**src/kmp_pkg.sv**
```systemverilog
// Shared types and constants of the substring matcher.
package kmp_pkg;

  localparam int unsigned CmdWidth  = 2;
  localparam int unsigned ByteWidth = 8;

  typedef enum logic [CmdWidth-1:0] {
    CMD_CLEAR  = 2'd0,
    CMD_APPEND = 2'd1,
    CMD_TEXT   = 2'd2,
    CMD_END    = 2'd3
  } cmd_e;

  // Broadcast from the control to every cell of the row.
  typedef struct packed {
    logic                 clear;
    logic                 append;
    logic                 text;
    logic                 rewind;
    logic [ByteWidth-1:0] byte_value;
  } cell_ctrl_t;

endpackage

```
**src/kmp_if.sv**
```systemverilog
// Valid/ready channels for command beats and result beats.
interface kmp_in_if;
  import kmp_pkg::*;

  logic                 valid;
  logic                 ready;
  logic [CmdWidth-1:0]  cmd;
  logic [ByteWidth-1:0] byte_value;

  modport source (output valid, output cmd, output byte_value, input ready);
  modport sink (input valid, input cmd, input byte_value, output ready);
endinterface

interface kmp_out_if;
  logic valid;
  logic ready;
  logic matched;
  logic pattern_overflow;

  modport source (output valid, output matched, output pattern_overflow, input ready);
  modport sink (input valid, input matched, input pattern_overflow, output ready);
endinterface

```
**src/kmp_cell.sv**
```systemverilog
// One matcher cell: a pattern byte, its loaded bit and its prefix match bit.
module kmp_cell (
  input  logic                clk_i,
  input  logic                rst_ni,
  input  kmp_pkg::cell_ctrl_t ctrl_i,
  input  logic                left_valid_i,
  input  logic                left_match_i,
  input  logic                right_valid_i,
  output logic                valid_o,
  output logic                match_o,
  output logic                hit_o
);
  import kmp_pkg::*;

  logic                 valid_q, valid_d;
  logic                 match_q, match_d;
  logic [ByteWidth-1:0] byte_q, byte_d;
  logic                 step_match;

  // The prefix ending here extends the prefix that ended one byte earlier
  // in the left neighbor.
  assign step_match = left_match_i & valid_q & (byte_q == ctrl_i.byte_value);

  always_comb begin
    valid_d = valid_q;
    match_d = match_q;
    byte_d  = byte_q;
    if (ctrl_i.clear) begin
      valid_d = 1'b0;
      match_d = 1'b0;
    end else if (ctrl_i.rewind) begin
      match_d = 1'b0;
    end else if (ctrl_i.text) begin
      match_d = step_match;
    end else if (ctrl_i.append && left_valid_i && !valid_q) begin
      valid_d = 1'b1;
      byte_d  = ctrl_i.byte_value;
    end
  end

  always_ff @(posedge clk_i or negedge rst_ni) begin
    if (!rst_ni) begin
      valid_q <= 1'b0;
      match_q <= 1'b0;
    end else begin
      valid_q <= valid_d;
      match_q <= match_d;
    end
  end

  always_ff @(posedge clk_i) begin
    byte_q <= byte_d;
  end

  assign valid_o = valid_q;
  assign match_o = match_q;
  // The last loaded cell matching means the whole pattern matched.
  assign hit_o   = ctrl_i.text & step_match & ~right_valid_i;

endmodule

```
**src/kmp_cell_row.sv**
```systemverilog
// Row of matcher cells, each linked to its neighbors.
module kmp_cell_row #(
  parameter int unsigned NumCells = 32
) (
  input  logic                clk_i,
  input  logic                rst_ni,
  input  kmp_pkg::cell_ctrl_t ctrl_i,
  output logic                empty_o,
  output logic                full_o,
  output logic                hit_o
);
  import kmp_pkg::*;

  logic [NumCells:0]   valid_chain;
  logic [NumCells:0]   match_chain;
  logic [NumCells-1:0] hit;

  // Virtual cell in front of the row: always loaded, always matching.
  assign valid_chain[0] = 1'b1;
  assign match_chain[0] = 1'b1;

  for (genvar i = 0; i < NumCells; i++) begin : g_cell
    logic right_valid;
    if (i == NumCells - 1) begin : g_last
      assign right_valid = 1'b0;
    end else begin : g_mid
      assign right_valid = valid_chain[i+2];
    end

    kmp_cell u_cell (
      .clk_i         (clk_i),
      .rst_ni        (rst_ni),
      .ctrl_i        (ctrl_i),
      .left_valid_i  (valid_chain[i]),
      .left_match_i  (match_chain[i]),
      .right_valid_i (right_valid),
      .valid_o       (valid_chain[i+1]),
      .match_o       (match_chain[i+1]),
      .hit_o         (hit[i])
    );
  end

  assign empty_o = ~valid_chain[1];
  assign full_o  = valid_chain[NumCells];
  assign hit_o   = |hit;

endmodule

```
**src/kmp_substring_matcher.sv**
```systemverilog
// Top level of the streaming substring matcher.
// The pattern sits in a row of MAX_PATTERN cells, one byte per cell, and
// every text byte is compared in all cells at once while each cell's
// prefix-match bit moves one place to the right, so a text byte needs no
// walk along a failure chain. Only an end-of-text beat yields a result
// beat, registered in the cycle after it is accepted; a new beat is taken
// whenever that result register is empty or being emptied in the same
// cycle. Pattern bytes past MAX_PATTERN are dropped and flagged in
// pattern_overflow until the next clear.
module kmp_substring_matcher #(
  parameter int unsigned MAX_PATTERN = 32
) (
  input  logic      clk_i,
  input  logic      rst_ni,
  kmp_in_if.sink    in_i,
  kmp_out_if.source out_o
);
  import kmp_pkg::*;

  logic       accept;
  cmd_e       cmd;
  cell_ctrl_t ctrl;
  logic       empty, full, hit;

  logic found_q, found_d;
  logic ovf_q, ovf_d;
  logic out_valid_q, out_valid_d;
  logic matched_q, matched_d;
  logic out_ovf_q, out_ovf_d;

  assign in_i.ready = ~out_valid_q | out_o.ready;
  assign accept     = in_i.valid & in_i.ready;
  assign cmd        = cmd_e'(in_i.cmd);

  always_comb begin
    ctrl            = '0;
    ctrl.byte_value = in_i.byte_value;
    found_d         = found_q;
    ovf_d           = ovf_q;
    out_valid_d     = out_valid_q & ~out_o.ready;
    matched_d       = matched_q;
    out_ovf_d       = out_ovf_q;
    if (accept) begin
      unique case (cmd)
        CMD_CLEAR: begin
          ctrl.clear = 1'b1;
          found_d    = 1'b0;
          ovf_d      = 1'b0;
        end
        CMD_APPEND: begin
          ctrl.append = ~full;
          if (full) begin
            ovf_d = 1'b1;
          end
        end
        CMD_TEXT: begin
          // Text after a full match, or against an empty pattern, is ignored.
          ctrl.text = ~found_q & ~empty;
          if (ctrl.text && hit) begin
            found_d = 1'b1;
          end
        end
        CMD_END: begin
          ctrl.rewind = 1'b1;
          found_d     = 1'b0;
          out_valid_d = 1'b1;
          matched_d   = found_q | empty;
          out_ovf_d   = ovf_q;
        end
        default: begin
        end
      endcase
    end
  end

  kmp_cell_row #(
    .NumCells (MAX_PATTERN)
  ) u_row (
    .clk_i   (clk_i),
    .rst_ni  (rst_ni),
    .ctrl_i  (ctrl),
    .empty_o (empty),
    .full_o  (full),
    .hit_o   (hit)
  );

  always_ff @(posedge clk_i or negedge rst_ni) begin
    if (!rst_ni) begin
      found_q     <= 1'b0;
      ovf_q       <= 1'b0;
      out_valid_q <= 1'b0;
    end else begin
      found_q     <= found_d;
      ovf_q       <= ovf_d;
      out_valid_q <= out_valid_d;
    end
  end

  always_ff @(posedge clk_i) begin
    matched_q <= matched_d;
    out_ovf_q <= out_ovf_d;
  end

  assign out_o.valid            = out_valid_q;
  assign out_o.matched          = matched_q;
  assign out_o.pattern_overflow = out_ovf_q;

endmodule

```
**src/flat_wrapper.sv**
```systemverilog
// flat-port wrapper written by rule: the top's interface ports become plain ports
module kmp_substring_matcher_flat import kmp_pkg::*;
#(
  parameter int unsigned MAX_PATTERN = 32
)
  (clk_i, rst_ni, in_i_valid, in_i_cmd, in_i_byte_value, in_i_ready, out_o_valid, out_o_matched, out_o_pattern_overflow, out_o_ready);
  kmp_in_if in_i_i ();
  kmp_out_if out_o_i ();
  input  logic clk_i;
  input  logic rst_ni;
  input wire logic [$bits(in_i_i.valid)-1:0] in_i_valid;
  input wire logic [$bits(in_i_i.cmd)-1:0] in_i_cmd;
  input wire logic [$bits(in_i_i.byte_value)-1:0] in_i_byte_value;
  output wire logic [$bits(in_i_i.ready)-1:0] in_i_ready;
  output wire logic [$bits(out_o_i.valid)-1:0] out_o_valid;
  output wire logic [$bits(out_o_i.matched)-1:0] out_o_matched;
  output wire logic [$bits(out_o_i.pattern_overflow)-1:0] out_o_pattern_overflow;
  input wire logic [$bits(out_o_i.ready)-1:0] out_o_ready;
  assign in_i_i.valid = in_i_valid;
  assign in_i_i.cmd = in_i_cmd;
  assign in_i_i.byte_value = in_i_byte_value;
  assign in_i_ready = in_i_i.ready;
  assign out_o_valid = out_o_i.valid;
  assign out_o_matched = out_o_i.matched;
  assign out_o_pattern_overflow = out_o_i.pattern_overflow;
  assign out_o_i.ready = out_o_ready;
  kmp_substring_matcher #(.MAX_PATTERN(MAX_PATTERN)) u_core (.clk_i(clk_i), .rst_ni(rst_ni), .in_i(in_i_i), .out_o(out_o_i));
endmodule
```
**config.mk**
```make
export PLATFORM = sky130hd
export DESIGN_NAME = kmp_substring_matcher_flat
export DESIGN_NICKNAME = d
export VERILOG_FILES = /design/src/kmp_pkg.sv /design/src/kmp_if.sv /design/src/kmp_cell.sv /design/src/kmp_cell_row.sv /design/src/kmp_substring_matcher.sv /design/src/flat_wrapper.sv
export SDC_FILE = /design/constraint.sdc
export NUM_CORES = 1
export LEC_CHECK = 0
export BUFFER_PORTS_ARGS = -buffer_cell sky130_fd_sc_hd__buf_4
export CORE_ASPECT_RATIO = 0.6
export CORE_MARGIN = 1
export CORE_UTILIZATION = 57
export DETAILED_ROUTE_END_ITERATION = 10
export GPL_TIMING_DRIVEN = 0
export PLACE_DENSITY = 0.75
export SYNTH_ARGS = -nofsm -noshare
export SYNTH_HDL_FRONTEND = slang
export SYNTH_HIERARCHICAL = 1
export SYNTH_SLANG_ARGS = --single-unit
```
**constraint.sdc**
```tcl
create_clock -name clk_i -period 5.35 [get_ports clk_i]
set_clock_uncertainty 0.15 [all_clocks]
set_input_delay 0.8025 -clock clk_i [delete_from_list [all_inputs] [get_ports clk_i]]
set_output_delay 0.8025 -clock clk_i [all_outputs]
set_load 0.05 [all_outputs]
```
Word level (Yosys, flattened, before mapping)
Index checks and enable logic that the tools add are counted.

word-level totals
  bits of input ports = 14
  output and inout bits = 4
  bits in registers = 324

cells by class
  equality and inequality tests = 39
  reductions and logical operators = 201
  mux-type cells = 232
  bitwise gates (word level) = 169

operators by type and width
  operator            number
  $eq 8x8->1          32
  $mux 1              229
  $and 1x1->1         129
  $reduce_and 4->1    32
  $reduce_and 3->1    34
  $reduce_bool 2->1   34
  $logic_and 1x1->1   64
  $not 1->1           38
  $logic_not 1->1     32
  $reduce_or 32->1    1
  $ne 2x1->1 const B  3
  $eq 2x2->1 const B  2
  $mux 4              1
  $pmux 1 s2          2
  $reduce_bool 3->1   1
  $eq 2x1->1 const B  1
  $logic_not 2->1     1
  $ne 2x2->1 const B  1
  $or 1x1->1          2
  $reduce_and 2->1    1
  $reduce_or 2->1     1

Depth between registers and ports, before layout
  depth after elaboration = 10
  depth in mapped cells = 14

Hierarchy
The synthesis kept the hierarchy.

modules (own cells, without submodules)
  module                 cells an instance  times used  area an instance (um^2)
  kmp_cell               30                 32          430.4
  kmp_substring_matcher  30                 1           326.6
  kmp_cell_row           14                 1           86.3

Worst setup path after synthesis
Ideal clock, no wire load.

  path type = input to register
  start point = input port out_o_ready
  end point = register u_core.found_q
  data required time = 5.122 ns
  library setup time = 0.078 ns
  stages on the path = 14
  arrival time = 5.961 ns
  path slack = -0.839 ns
  cell sequence = nand2b_4 -> buf_6 -> nand2_1 -> nor3_1 -> nand3_1 -> nor4_1 -> nand4_1 -> nor2_1 -> nor4_2 -> nand4_1 -> or2_1 -> and3b_1 -> a31oi_1 -> o2bb2ai_1

RTL lines
  item                  line                         RTL
  from (decl)           flat_wrapper.sv:18           input wire logic [$bits(out_o_i.ready)-1:0] out_o_ready;
  to (signal assigned)  kmp_substring_matcher.sv:93  found_q <= found_d;
  to (decl)             kmp_substring_matcher.sv:25  logic found_q, found_d;

==> key figures <==
Die
  • Die Span Y: about 120 um
  • Area inside the core boundary: 24300 um^2
  • Initial core utilization: 0.583
  • Overall die area: approximately 25000 um^2
  • Number of rows created at floorplan: 44
  • Die width: between 200 and 250 um
  • Top-level port count: 18

Clocking
  • Setup repair bufs after CTS: 0
  • Clock Path Buffers: 3
  • Deepest level of the CTS H-tree: 1
  • Worst-Skew Late Latency: 0.56 ns
  • CTS tree: done
  • Root Driver: clkbuf_16
  • CTS resizes: 0
  • Number of hold buffers added after cts: 0
  • Clock-pin slew on the worst setup and hold paths: about 0.070 ns
  • Clock buffers created by TritonCTS: 30
  • Number of clock sinks seen by CTS: roughly 320

STA
  • Pin slew with the least headroom to its limit: ~1.3 ns
  • Worst hold slack after final layout: between 0.2 and 0.25 ns
  • Crit path time final: just under 4 ns
  • Final cycle utilization of the critical path: 0.743
  • RSZ-0062 raised after global routing: false
  • Final Max Tran Viols: 0
  • Final hold violation count: 0
  • Worst slew margin relative to its limit: 0.0977
  • Count of final setup violators: 0
  • Fmax: between 200 and 300 MHz

Global routing
  • Total GRT Usage: 0.223
  • Pin count of the biggest net entering global routing: between 90 and 100
  • First-pass GRT wire length: about 43000 um
  • Vias in the first global route: 7840
  • Initial antenna violation count: 0
  • Grt ovf: 0

Synth
  • Syn Inst Count: around 1000
  • Area of the mapped netlist: 14100 um^2
  • Post-Synthesis Mean Instance Area: between 10 and 15 um^2
  • Synth warnings: 6

Worst setup path
  • Crit-path max cell delay: a little under 0.5 ns
  • Worst r2r path cells: 15
  • Cell depth of the worst setup path: 15
  • Critical path startpoint category: flip-flop
  • CP max-delay cell: nor3_4
  • Family with the most delay on the worst path: simple AND/OR/NAND/NOR gates
  • Worst-path maximum fanout: 32
  • Crit path cell chain: inv_1 -> or2_2 -> nor3_4 -> buf_8 -> buf_8 -> nand3_1 -> nor4_1 -> nand4_1 -> nor2_1 -> nor4_1 -> nand4_1 -> or2_1 -> and3b_1 -> a31oi_1 -> o2bb2ai_1
  • Required time worst endpoint: 5.68 ns
  • Crit path kind: flip-flop to flip-flop
  • CP Data Arrival Time: roughly 4.3 ns
  • Buf+Inv Stages, Crit Path: 3
  • Worst setup EP type: flip-flop

Route
  • Total via count after detailed routing: just over 8000
  • Residual DRC: 0
  • DRC violation total after the first TritonRoute iteration: around 580
  • Detail Route Antenna Nets: 0
  • Number of iterations in the first detailed-routing pass: 5
  • Total Routed Length: around 28000 um
  • Detail-routed net length per standard cell: between 15 and 20 um
  • Ratio of routed vias to standard cells: about 5.8

Power
  • Worst voltage drop across the vdd grid: 0.347 mV
  • Total Power Consumption: roughly 0.0052 W
  • PD cells: between 300 and 400 nW/um^2
  • Leakage: ~5.6 nW

Layout
  • Post-layout net count: ~1100
  • Filler cell count in the final layout: ~1700
  • Diode insertion count for antenna repair: 0
  • Final design utilization: 0.659
  • Share of layout cells above drive strength 1: 0.130
  • Synth-to-layout area growth: 13.2%

Outcome
  • Run status: finished clean

Hold path
  • Worst hold path class: primary input to asynchronous set/reset pin

Place
  • Quantity of I/O buffers inserted on ports: 17
  • Final HPWL DP: between 10000 and 15000 um
  • Final weighted congestion of routability-driven global placement: ~0.7

Job
  • Max capacitance violation total: 0
## layout by cell type (no fill, tap or decap), drive strengths merged
| cell | count |
|---|---|
| xnor2 | 64 |
| clkinvlp | 7 |
| nand3b | 33 |
| a31oi | 1 |
| dfrtp | 66 |
| clkinv | 8 |
| o221ai | 1 |
| nor3 | 33 |
| nand3 | 32 |
| nand4 | 34 |
| xor2 | 192 |
| nor2 | 128 |
| ha | 4 |
| a211oi | 31 |
| nor4 | 72 |
| inv | 6 |
| nand2b | 32 |
| nor3b | 1 |
| or2 | 2 |
| and3 | 2 |
| o2bb2ai | 1 |
| conb | 3 |
| buf | 25 |
| and3b | 1 |
| edfxtp | 258 |
| nand2 | 5 |
| clkbuf | 37 |
| bufinv | 3 |
## power breakdown
| group | leakage, nW | switching (W) | total (W) | internal (W) |
|---|---|---|---|---|
| sequential | 3.23 | 0.0000179 | 0.00276 | 0.00274 |
| clock | 0.463 | 0.000922 | 0.00214 | 0.00122 |
| combinational | 1.91 | 0.000192 | 0.000274 | 0.0000824 |
## metrics by stage
step / cells / worst slack, ns / setup TNS (ns) / instance area, um^2
final: 1404 / 1.38 / 0 / 16000
after global routing: 1404 / 1.15 / 0 / 16000
after CTS: 1403 / 1.47 / 0 / 15900
after detailed placement: 1347 / 1.18 / 0 / 14900
after global placement: 1341 / -1.94 / -503.51 / 14700
after floorplan: 1002 / 0.705 / 0 / 14200
## metal layers
layer | share of wire | GRT usage | up-vias | routed length [um]
met3 | 0.061 | 0.0408 | 26 | 1680
met1 | 0.51 | 0.358 | 4057 | 14000
met4 | 0.011 | 0.0375 | 0 | 293
li1 | - | - | 3793 | -
met2 | 0.42 | 0.318 | 243 | 11700
met5 | 0 | 0 | - | 0
## worst paths after layout
check                                                      start                                endpoint  slack [ns]
setup / recovery           u_core/u_row/g_cell[0].u_cell/valid_o                          u_core/found_q        1.38
hold / removal                                            rst_ni  u_core/u_row/g_cell[11].u_cell/valid_o        0.24
setup reg to reg           u_core/u_row/g_cell[0].u_cell/valid_o                          u_core/found_q        1.38
hold reg to reg                                     u_core/ovf_q           u_core/out_o.pattern_overflow        0.36
max in group asynchronous                                 rst_ni   u_core/u_row/g_cell[2].u_cell/match_o        4.22
min in group clk_i                                    in_i_valid                      u_core/out_o.valid        0.35
## area by class of cell
type	count	area, um^2	area share
clock inverter	19	185	0.0116
sequential	324	9400	0.587
timing repair buffer	24	250	0.0156
buffer	1	11.3	0.000703
inverter	5	18.8	0.00117
multi-input combinational	672	4930	0.308
clock buffer	37	808	0.0505
tap	322	403	0.0252
## registers in the layout, indices dropped and copies added (netlist names)
name / count
u_core/u_row/g_cell.u_cell/byte_q: 256
u_core/ovf_q: 1
u_core/u_row/g_cell.u_cell/valid_o: 32
u_core/out_o.matched: 1
u_core/out_o.valid: 1
u_core/u_row/g_cell.u_cell/match_o: 31
u_core/out_o.pattern_overflow: 1
u_core/found_q: 1
No activity file was read; power rests on OpenSTA's default activity.
